$ cat src/rtl/core/random_draw_multiset_store_assert.svh
// Assertion macros for the random draw bag.
// Expects clk and rst_n in the scope of each use.
`ifndef RANDOM_DRAW_MULTISET_STORE_ASSERT_SVH
`define RANDOM_DRAW_MULTISET_STORE_ASSERT_SVH

`define RDMS_CHECK(lbl, prop, msg) \
    lbl: assert property (@(posedge clk) disable iff (!rst_n) prop) \
        else $error(msg);

`define RDMS_NEVER(lbl, expr, msg) \
    lbl: assert property (@(posedge clk) disable iff (!rst_n) !(expr)) \
        else $error(msg);

`endif

$ cat src/rtl/core/rdms_pkg.sv
// Shared types and constants for the random draw bag.
// No dependencies.
package rdms_pkg;

    localparam int DEF_CAPACITY = 256;
    localparam int VAL_W        = 32;
    localparam int RW_W         = 31;
    localparam int CNT_OUT_W    = 9;

    localparam logic [1:0] OP_INSERT = 2'd0;
    localparam logic [1:0] OP_DRAW   = 2'd1;
    localparam logic [1:0] OP_PEEK   = 2'd2;

    localparam logic [1:0] ST_OK    = 2'd0;
    localparam logic [1:0] ST_EMPTY = 2'd1;
    localparam logic [1:0] ST_FULL  = 2'd2;

    typedef struct packed {
        logic [1:0]           opcode;
        logic signed [VAL_W-1:0] item_value;
        logic [RW_W-1:0]      random_word;
    } cmd_t;

    typedef struct packed {
        logic signed [VAL_W-1:0] drawn_value;
        logic [CNT_OUT_W-1:0] match_count;
        logic [1:0]           status;
        logic [CNT_OUT_W-1:0] occupancy;
    } rsp_t;

    typedef enum logic [6:0] {
        S_IDLE  = 7'b0000001,
        S_MOD   = 7'b0000010,
        S_PICK  = 7'b0000100,
        S_GRAB  = 7'b0001000,
        S_SHIFT = 7'b0010000,
        S_SCAN  = 7'b0100000,
        S_FIN   = 7'b1000000
    } state_t;

endpackage

$ cat src/rtl/core/rdms_mod.sv
// Bit-serial restoring remainder unit: random word modulo occupancy.
// Depends on rdms_pkg; one quotient bit per cycle.
module rdms_mod #(
    parameter int CAPACITY = rdms_pkg::DEF_CAPACITY
) (
    input  logic                              clk,
    input  logic                              rst_n,
    input  logic                              start,
    input  logic [rdms_pkg::RW_W-1:0]         dividend,
    input  logic [$clog2(CAPACITY+1)-1:0]     divisor,
    output logic                              done,
    output logic [$clog2(CAPACITY+1)-1:0]     remainder
);

    localparam int CNT_W  = $clog2(CAPACITY + 1);
    localparam int RW_W   = rdms_pkg::RW_W;
    localparam int STEP_W = $clog2(RW_W);

    logic              busy_reg, busy_next;
    logic              done_reg, done_next;
    logic [STEP_W-1:0] step_reg, step_next;
    logic [RW_W-1:0]   dvd_reg, dvd_next;
    logic [CNT_W-1:0]  div_reg, div_next;
    logic [CNT_W-1:0]  rem_reg, rem_next;
    logic [CNT_W:0]    rem_sh;
    logic [CNT_W:0]    diff;

    always_comb
    begin
        rem_sh    = {rem_reg, dvd_reg[RW_W-1]};
        diff      = rem_sh - {1'b0, div_reg};
        busy_next = busy_reg;
        done_next = 1'b0;
        step_next = step_reg;
        dvd_next  = dvd_reg;
        div_next  = div_reg;
        rem_next  = rem_reg;
        if (start)
        begin
            busy_next = 1'b1;
            step_next = STEP_W'(RW_W - 1);
            dvd_next  = dividend;
            div_next  = divisor;
            rem_next  = '0;
        end
        else if (busy_reg)
        begin
            rem_next = (rem_sh >= {1'b0, div_reg}) ? diff[CNT_W-1:0] : rem_sh[CNT_W-1:0];
            dvd_next = dvd_reg << 1;
            if (step_reg == '0)
            begin
                busy_next = 1'b0;
                done_next = 1'b1;
            end
            else
            begin
                step_next = step_reg - 1'b1;
            end
        end
    end

    always_ff @(posedge clk or negedge rst_n)
    begin
        if (!rst_n)
        begin
            busy_reg <= 1'b0;
            done_reg <= 1'b0;
        end
        else
        begin
            busy_reg <= busy_next;
            done_reg <= done_next;
        end
    end

    always_ff @(posedge clk)
    begin
        step_reg <= step_next;
        dvd_reg  <= dvd_next;
        div_reg  <= div_next;
        rem_reg  <= rem_next;
    end

    assign done      = done_reg;
    assign remainder = rem_reg;

endmodule

$ cat config.mk
export PLATFORM = sky130hd
export DESIGN_NAME = rdms_mod
export DESIGN_NICKNAME = d
export VERILOG_FILES = /design/src/rtl/core/random_draw_multiset_store_assert.svh /design/src/rtl/core/rdms_pkg.sv /design/src/rtl/core/rdms_mod.sv
export SDC_FILE = /design/constraint.sdc
export NUM_CORES = 1
export LEC_CHECK = 0
export BUFFER_PORTS_ARGS = -buffer_cell sky130_fd_sc_hd__buf_2
export CAP_MARGIN = 15
export CORE_MARGIN = 3
export CORE_UTILIZATION = 49
export DETAILED_ROUTE_END_ITERATION = 10
export PLACE_DENSITY = 0.83
export SETUP_SLACK_MARGIN = 0.5
export SKIP_CTS_REPAIR_TIMING = 1
export SYNTH_ARGS = -nofsm -noshare
export SYNTH_HDL_FRONTEND = slang
export SYNTH_SLANG_ARGS = --single-unit
$ cat constraint.sdc
create_clock -name clk -period 5.95 [get_ports clk]
set_input_delay 0.2975 -clock clk [delete_from_list [all_inputs] [get_ports clk]]
set_output_delay 0.2975 -clock clk [all_outputs]
set_load 0.05 [all_outputs]
==> results of run 1 <==
per-layer routing:
metal | GRT usage, % | vias to the layer above
met5 | 0 | -
met4 | 4.73 | 0
met3 | 4.40 | 7
met2 | 23.8 | 57
met1 | 22.1 | 850
li1 | - | 879
layout make-up:
type	instances	share of cell area [%]
clock buffer	6	2.34
multi-input combinational	127	33.6
tap	70	2.82
timing repair buffer	54	9.59
inverter	16	1.93
clock inverter	2	0.443
sequential	56	49.3
critical path, cell delays in order (launching register included):
cell	delay (ps)
edfxtp_1	370
inv_1	90
ha_1	170
inv_1	60
fa_1	430
nand3_2	120
a311oi_1	110
a211oi_2	810
mux2i_1	200
a22o_1	240
stage by stage:
step	total power, W	cells	utilization (%)	hold WS, ps	setup slack (ps)
floorplan	0.000817	205	-	1.91	3710
global placement	0.000884	321	57.7	84.2	3180
detailed placement	0.000894	321	57.7	84.0	3150
CTS	0.00110	329	59.3	-256	3250
global route	0.00116	331	60.1	141	3060
finish	0.00109	331	60.1	161	3260
power groups by stage:
stage | registers (W) | logic [W] | clock network [W]
6_report | 0.000505 | 0.000381 | 0.000204
3_5_place_dp | 0.000514 | 0.000380 | 0
4_1_cts | 0.000505 | 0.000382 | 0.000212
3_3_place_gp | 0.000512 | 0.000372 | 0
5_1_grt | 0.000511 | 0.000421 | 0.000229
2_1_floorplan | 0.000580 | 0.000237 | 0
how the worst min path moves through the flow:
stage                     startpoint  slack (ps)                   end  depth (start not counted)
final                     divisor[8]         160  div_reg[8]$_DFFE_PP_                          1
after detailed placement       rst_n          80    busy_reg$_DFF_PN0_                          1
after global placement         rst_n          80        done$_DFF_PN0_                          1
after floorplan                rst_n           2    busy_reg$_DFF_PN0_                          0
after CTS                      rst_n        -260    busy_reg$_DFF_PN0_                          1
after global routing      divisor[1]         140  div_reg[1]$_DFFE_PP_                          1
placed cells by master, fill, tap and decap left out, types with 2 or more instances in the layout:
master,synthesis,layout
a21oi_1,7,7
a311oi_1,2,2
a31oi_1,2,2
a32oi_1,2,2
buf_2,0,52
clkbuf_8,0,5
dfrtp_1,2,2
dfxtp_1,14,14
edfxtp_1,40,40
ha_1,10,10
inv_1,16,16
mux2_2,31,31
mux2i_1,3,3
nand2_1,9,9
nand2b_1,3,3
nand3_1,5,5
nand4_1,2,2
nor2_1,8,8
o21a_1,3,3
o21ai_0,3,3
o21ai_1,4,4
o311ai_1,2,2
o31ai_1,2,2
or3_1,2,2
xnor2_1,5,5
logic make-up (layout without fill, tap and decap cells):
kind of cell	count (synthesis)	after routing	share of synthesized area (%)
AOI/OAI and AO/OA	37	37	9.86
adders and majority gates	11	11	5.45
and+or+nand+nor	39	39	7.65
DFF	56	56	57.5
muxes	34	34	14.2
xor gates and xnor gates	6	6	1.97
buffers and inverters	22	78	3.38
==> results.sh, run 1 <==
export IMPL_status="completed"
export IMPL_seq_area_sq_um=1530
export IMPL_seq_power_share_pct=46.3
export IMPL_clkSinkCount=56
export IMPL_grt_pass1_wl_microns=7760
export IMPL_switching_share_pct=35.1
export IMPL_synth_ff_type="edfxtp_1"
export IMPL_min_period_ps=2690
export IMPL_netlist_area_sq_um=2670
export IMPL_finalSetupTns_ps=0
export IMPL_synth_cells=205
export IMPL_pwr_share_comb_pct=34.9
export IMPL_final_max_slew_viol_count=0
export IMPL_rsz0062_at_grt="no"
export IMPL_cts_buffer_depth=2
export IMPL_io_pins=53
export IMPL_cts_htree_levels=2
export IMPL_hold_class="in2reg"
export IMPL_drt_total_wl_microns=4680
export IMPL_portBuffers=52
export IMPL_crit_end="remainder[0]$_SDFFE_PP0P_"
export IMPL_top_layer_used="met4"
export IMPL_wl_met1_microns=2160
export IMPL_synthTopCellsByArea="edfxtp_1 45%, mux2_2 13%, dfxtp_1 11%"
export IMPL_wl_met2_microns=2140
export IMPL_grt_start_max_net_pins=51
export IMPL_slew_headroom_pct=34.3
export IMPL_diodes=0
export IMPL_ys_seq_area_share_pct=57.5
export IMPL_setup_violations=0
export IMPL_finalInstanceArea_sq_um=3110
export IMPL_intPower_w=0.000707
export IMPL_syn_nets=259
export IMPL_cts_root_buffer="clkbuf_8"
export IMPL_largest_reg_flops=31
export IMPL_power_share_clock_pct=18.7
export IMPL_wl_met3_microns=310
export IMPL_fmax_ghz=0.372
export IMPL_die_y_microns=79.8
export IMPL_avgSynthCellArea_sq_um=13.0
export IMPL_reg2reg_to="remainder[0]$_SDFFE_PP0P_"
export IMPL_clock_skew_ps=7.27
export IMPL_antenna_left=0
export IMPL_grt_pass1_vias=1721
export IMPL_worstPathArrival_ps=2890
export IMPL_tightestPinTransition_ps=985
export IMPL_clkLatencyLatePin_ps=300
export IMPL_initial_utilization_pct=51.5
export IMPL_grt_overflow=0
export IMPL_p_switching_w=0.000383
export IMPL_placed_area_sq_um=2980
export IMPL_antenna_found_initial=0
export IMPL_wl_per_cell_microns=14.1
export IMPL_synth_distinct_cells=48
export IMPL_yosysMostFrequentCell="edfxtp_1"
export IMPL_via_per_inst=5.42
export IMPL_die_area_sq_um=6360
export IMPL_clkTransAtPathRegs_ps=100
export IMPL_vdd_drop_max_v=0.000189
export IMPL_place_gp_congestion=0.818
export IMPL_cts_made_buffers=5
export IMPL_rows=26
export IMPL_ff2ff_setup_slack_ps=3260
export IMPL_p_leak_nw=1.31
export IMPL_drt_iter0_markers=115
export IMPL_reg2reg_depth=9
export IMPL_fin_crit_sh_pct=45.1
export IMPL_nets=314
export IMPL_finalHoldViolCount=0
export IMPL_drcViolationCount=0
export IMPL_cts_tree="done"
export IMPL_final_layout_size_suffix_gt1_share_pct=36.4
export IMPL_firstDrtPassIters=4
export IMPL_cp_startpoint="dvd_reg[30]$_DFFE_PP_"
export IMPL_cp_end_kind="register"
export IMPL_area_growth_pct=16.6
export IMPL_critPathLaunchType="register"
export IMPL_synth_edf_count=40
export IMPL_ys_async_sr_fraction_pct=3.57
export IMPL_path_class="reg2reg"
export IMPL_worstPathRequired_ps=6160
export IMPL_fillers=427
export IMPL_core_area_sq_um=5170
export IMPL_power_density_nw_per_um2=351
export IMPL_synthTopCellsByCount="40 x edfxtp_1, 31 x mux2_2, 16 x inv_1"
export IMPL_crit_path_max_fanout=13
export IMPL_vias=1793
export IMPL_place_hpwl_microns=3320
export IMPL_synth_top_area_cell="edfxtp_1"
export IMPL_die_w_microns=79.8
export IMPL_ys_ff_latch=56
export IMPL_drv_cap=0
export IMPL_multiInputGateArea_sq_um=1040
export IMPL_yosysTopAreaCellShare_pct=45.1
export IMPL_r2r_start="dvd_reg[30]$_DFFE_PP_"
export IMPL_grt_usage_pct=15.7
export IMPL_ys_warn_count=0
Note: power is estimated with default switching activity, not from simulation.
==> run 2, diff against run 1 <==
- PLACE_DENSITY: 0.83 -> 0.86
- clock period: 5.95 -> 2.35 ns (I/O delays scaled with it)
==> run 2 against run 1 <==
Compared with the run above:
- total power grew to 2.7 times the previous value
- hold slack worse by 55 ps
- clock-buffer cell count is 1 higher
- die area stayed put
- worst setup slack worse by 3000 ps
- sequential share of layout area is 3.3 points lower
- via count is 2.3% higher
- sequential power grew to 2.6 times the previous value
- critical endpoint unchanged
- non-clock buffer count is 17 higher
- critical path depth is 1 higher
- first-iteration DRC count is 13% lower
==> results.sh, run 2 (synthesis results as in run 1) <==
export IMPL_status="completed"
export IMPL_die_y_microns=79.8
export IMPL_drt_total_wl_microns=5100
export IMPL_drv_cap=0
export IMPL_core_area_sq_um=5170
export IMPL_final_common_cell="buf_2"
export IMPL_slew_headroom_pct=66.7
export IMPL_placed_area_sq_um=3080
export IMPL_grt_start_max_net_pins=46
export IMPL_via_per_inst=5.27
export IMPL_area_growth_pct=25.8
export IMPL_grt_overflow=0
export IMPL_finalSetupTns_ps=0
export IMPL_vias=1834
export IMPL_clock_skew_ps=8.12
export IMPL_grt_usage_pct=16.5
export IMPL_diodes=0
export IMPL_drcViolationCount=0
export IMPL_drt_iter0_markers=100
export IMPL_fin_crit_sh_pct=88.8
export IMPL_power_density_nw_per_um2=890
export IMPL_critPathLaunchType="register"
export IMPL_grt_pass1_vias=1791
export IMPL_hold_class="in2reg"
export IMPL_cts_htree_levels=2
export IMPL_grt_pass1_wl_microns=8180
export IMPL_worstPathArrival_ps=2330
export IMPL_initial_utilization_pct=51.5
export IMPL_largest_reg_flops=31
export IMPL_cts_buffer_depth=2
export IMPL_fmax_ghz=0.479
export IMPL_clkLatencyLatePin_ps=300
export IMPL_rows=26
export IMPL_multiInputGateArea_sq_um=1140
export IMPL_fin_hold_ws_ps=105
export IMPL_setup_violations=0
export IMPL_die_w_microns=79.8
export IMPL_firstDrtPassIters=4
export IMPL_antenna_left=0
export IMPL_io_pins=53
export IMPL_final_util_pct=64.8
export IMPL_crit_path_max_fanout=3
export IMPL_p_leak_nw=1.37
export IMPL_seq_area_sq_um=1540
export IMPL_cts_made_buffers=5
export IMPL_cp_end_kind="register"
export IMPL_place_hpwl_microns=3570
export IMPL_final_max_slew_viol_count=0
export IMPL_rsz0062_at_grt="yes"
export IMPL_portBuffers=52
export IMPL_finalHoldViolCount=0
export IMPL_finalInstanceArea_sq_um=3350
export IMPL_min_period_ps=2090
export IMPL_vdd_drop_max_v=0.000468
export IMPL_antenna_found_initial=0
export IMPL_wl_per_cell_microns=14.6
export IMPL_final_layout_size_suffix_gt1_share_pct=43.5
export IMPL_tightestPinTransition_ps=499
export IMPL_path_common_cell="inv_2"
export IMPL_crit_chain="inv_2 -> ha_4 -> inv_2 -> fa_2 -> nand3_4 -> a311oi_2 -> a211oi_2 -> buf_4 -> mux2i_1 -> a22o_1"
export IMPL_slowest_delay_ps=390
export IMPL_fillers=405
export IMPL_place_gp_congestion=0.905
export IMPL_clkTransAtPathRegs_ps=100
export IMPL_worstPathRequired_ps=2600
export IMPL_cts_root_buffer="clkbuf_8"
export IMPL_path_class="reg2reg"
export IMPL_die_area_sq_um=6360
export IMPL_layout_common_cells="52 x buf_2, 40 x edfxtp_1, 31 x mux2_2"
export IMPL_cts_tree="done"
export IMPL_nets=331
export IMPL_clkSinkCount=56
export IMPL_slowest_stage="edfxtp_1"
## run 2: cell count changes in the layout (fill, tap and decap cells not counted), sizes merged
cell and delta:
dlygate4sd3 +9, buf +8, clkbuf +1, inv -1
## run 2: worst paths after layout
check                                         start                   endpoint  slack [ps]  depth (start not counted)
max in group asynchronous                     rst_n         busy_reg$_DFF_PN0_        2130                          2
min in group asynchronous                     rst_n             done$_DFF_PN0_         130                          2
hold reg to reg            step_reg[4]$_SDFFE_PP1P_   step_reg[4]$_SDFFE_PP1P_         450                          1
setup / recovery              dvd_reg[30]$_DFFE_PP_  remainder[0]$_SDFFE_PP0P_         260                         10
hold / removal                          dividend[0]   dvd_reg[0]$_SDFFCE_PN0P_         110                          2
setup reg to reg              dvd_reg[30]$_DFFE_PP_  remainder[0]$_SDFFE_PP0P_         260                         10
## run 2: layer usage
| metal | wire (microns) | global-route usage (%) | up-vias |
|---|---|---|---|
| li1 | - | - | 905 |
| met1 | 2180 | 20.7 | 869 |
| met2 | 2540 | 26.7 | 53 |
| met3 | 326 | 5.87 | 7 |
| met4 | 53 | 4.90 | 0 |
| met5 | 0 | 0 | - |
## run 2: cell type report
type                            count  share of cell area [%]
Clock buffer                        7                    2.58
Clock inverter                      1                   0.261
Inverter                           16                    1.79
Multi-Input combinational cell    127                    34.0
Sequential cell                    56                    46.0
Tap cell                           70                    2.61
Timing Repair Buffer               71                    12.8
## run 2: worst max-delay path: cells and delay by family, from the launching register on
| kind | cells | cell delay (ps) |
|---|---|---|
| mux | 1 | 200 |
| simple gates | 1 | 120 |
| buf+inv | 3 | 310 |
| fa+ha+maj | 2 | 520 |
| flops | 1 | 390 |
| compound gates | 3 | 500 |
## run 2: power breakdown
part | switching (W) | total, W | internal, W
clock | 0.000300 | 0.000542 | 0.000242
sequential | 0.000103 | 0.00131 | 0.00120
combinational | 0.000629 | 0.00113 | 0.000506
total | 0.00103 | 0.00298 | 0.00195
## run 2: through the flow
stage | setup slack, ps | cells | power [W]
detailed placement | 295 | 326 | 0.00237
floorplan | 346 | 205 | 0.00213
global route | 222 | 348 | 0.00314
CTS | 246 | 334 | 0.00292
global placement | 400 | 326 | 0.00234
finish | 264 | 348 | 0.00298
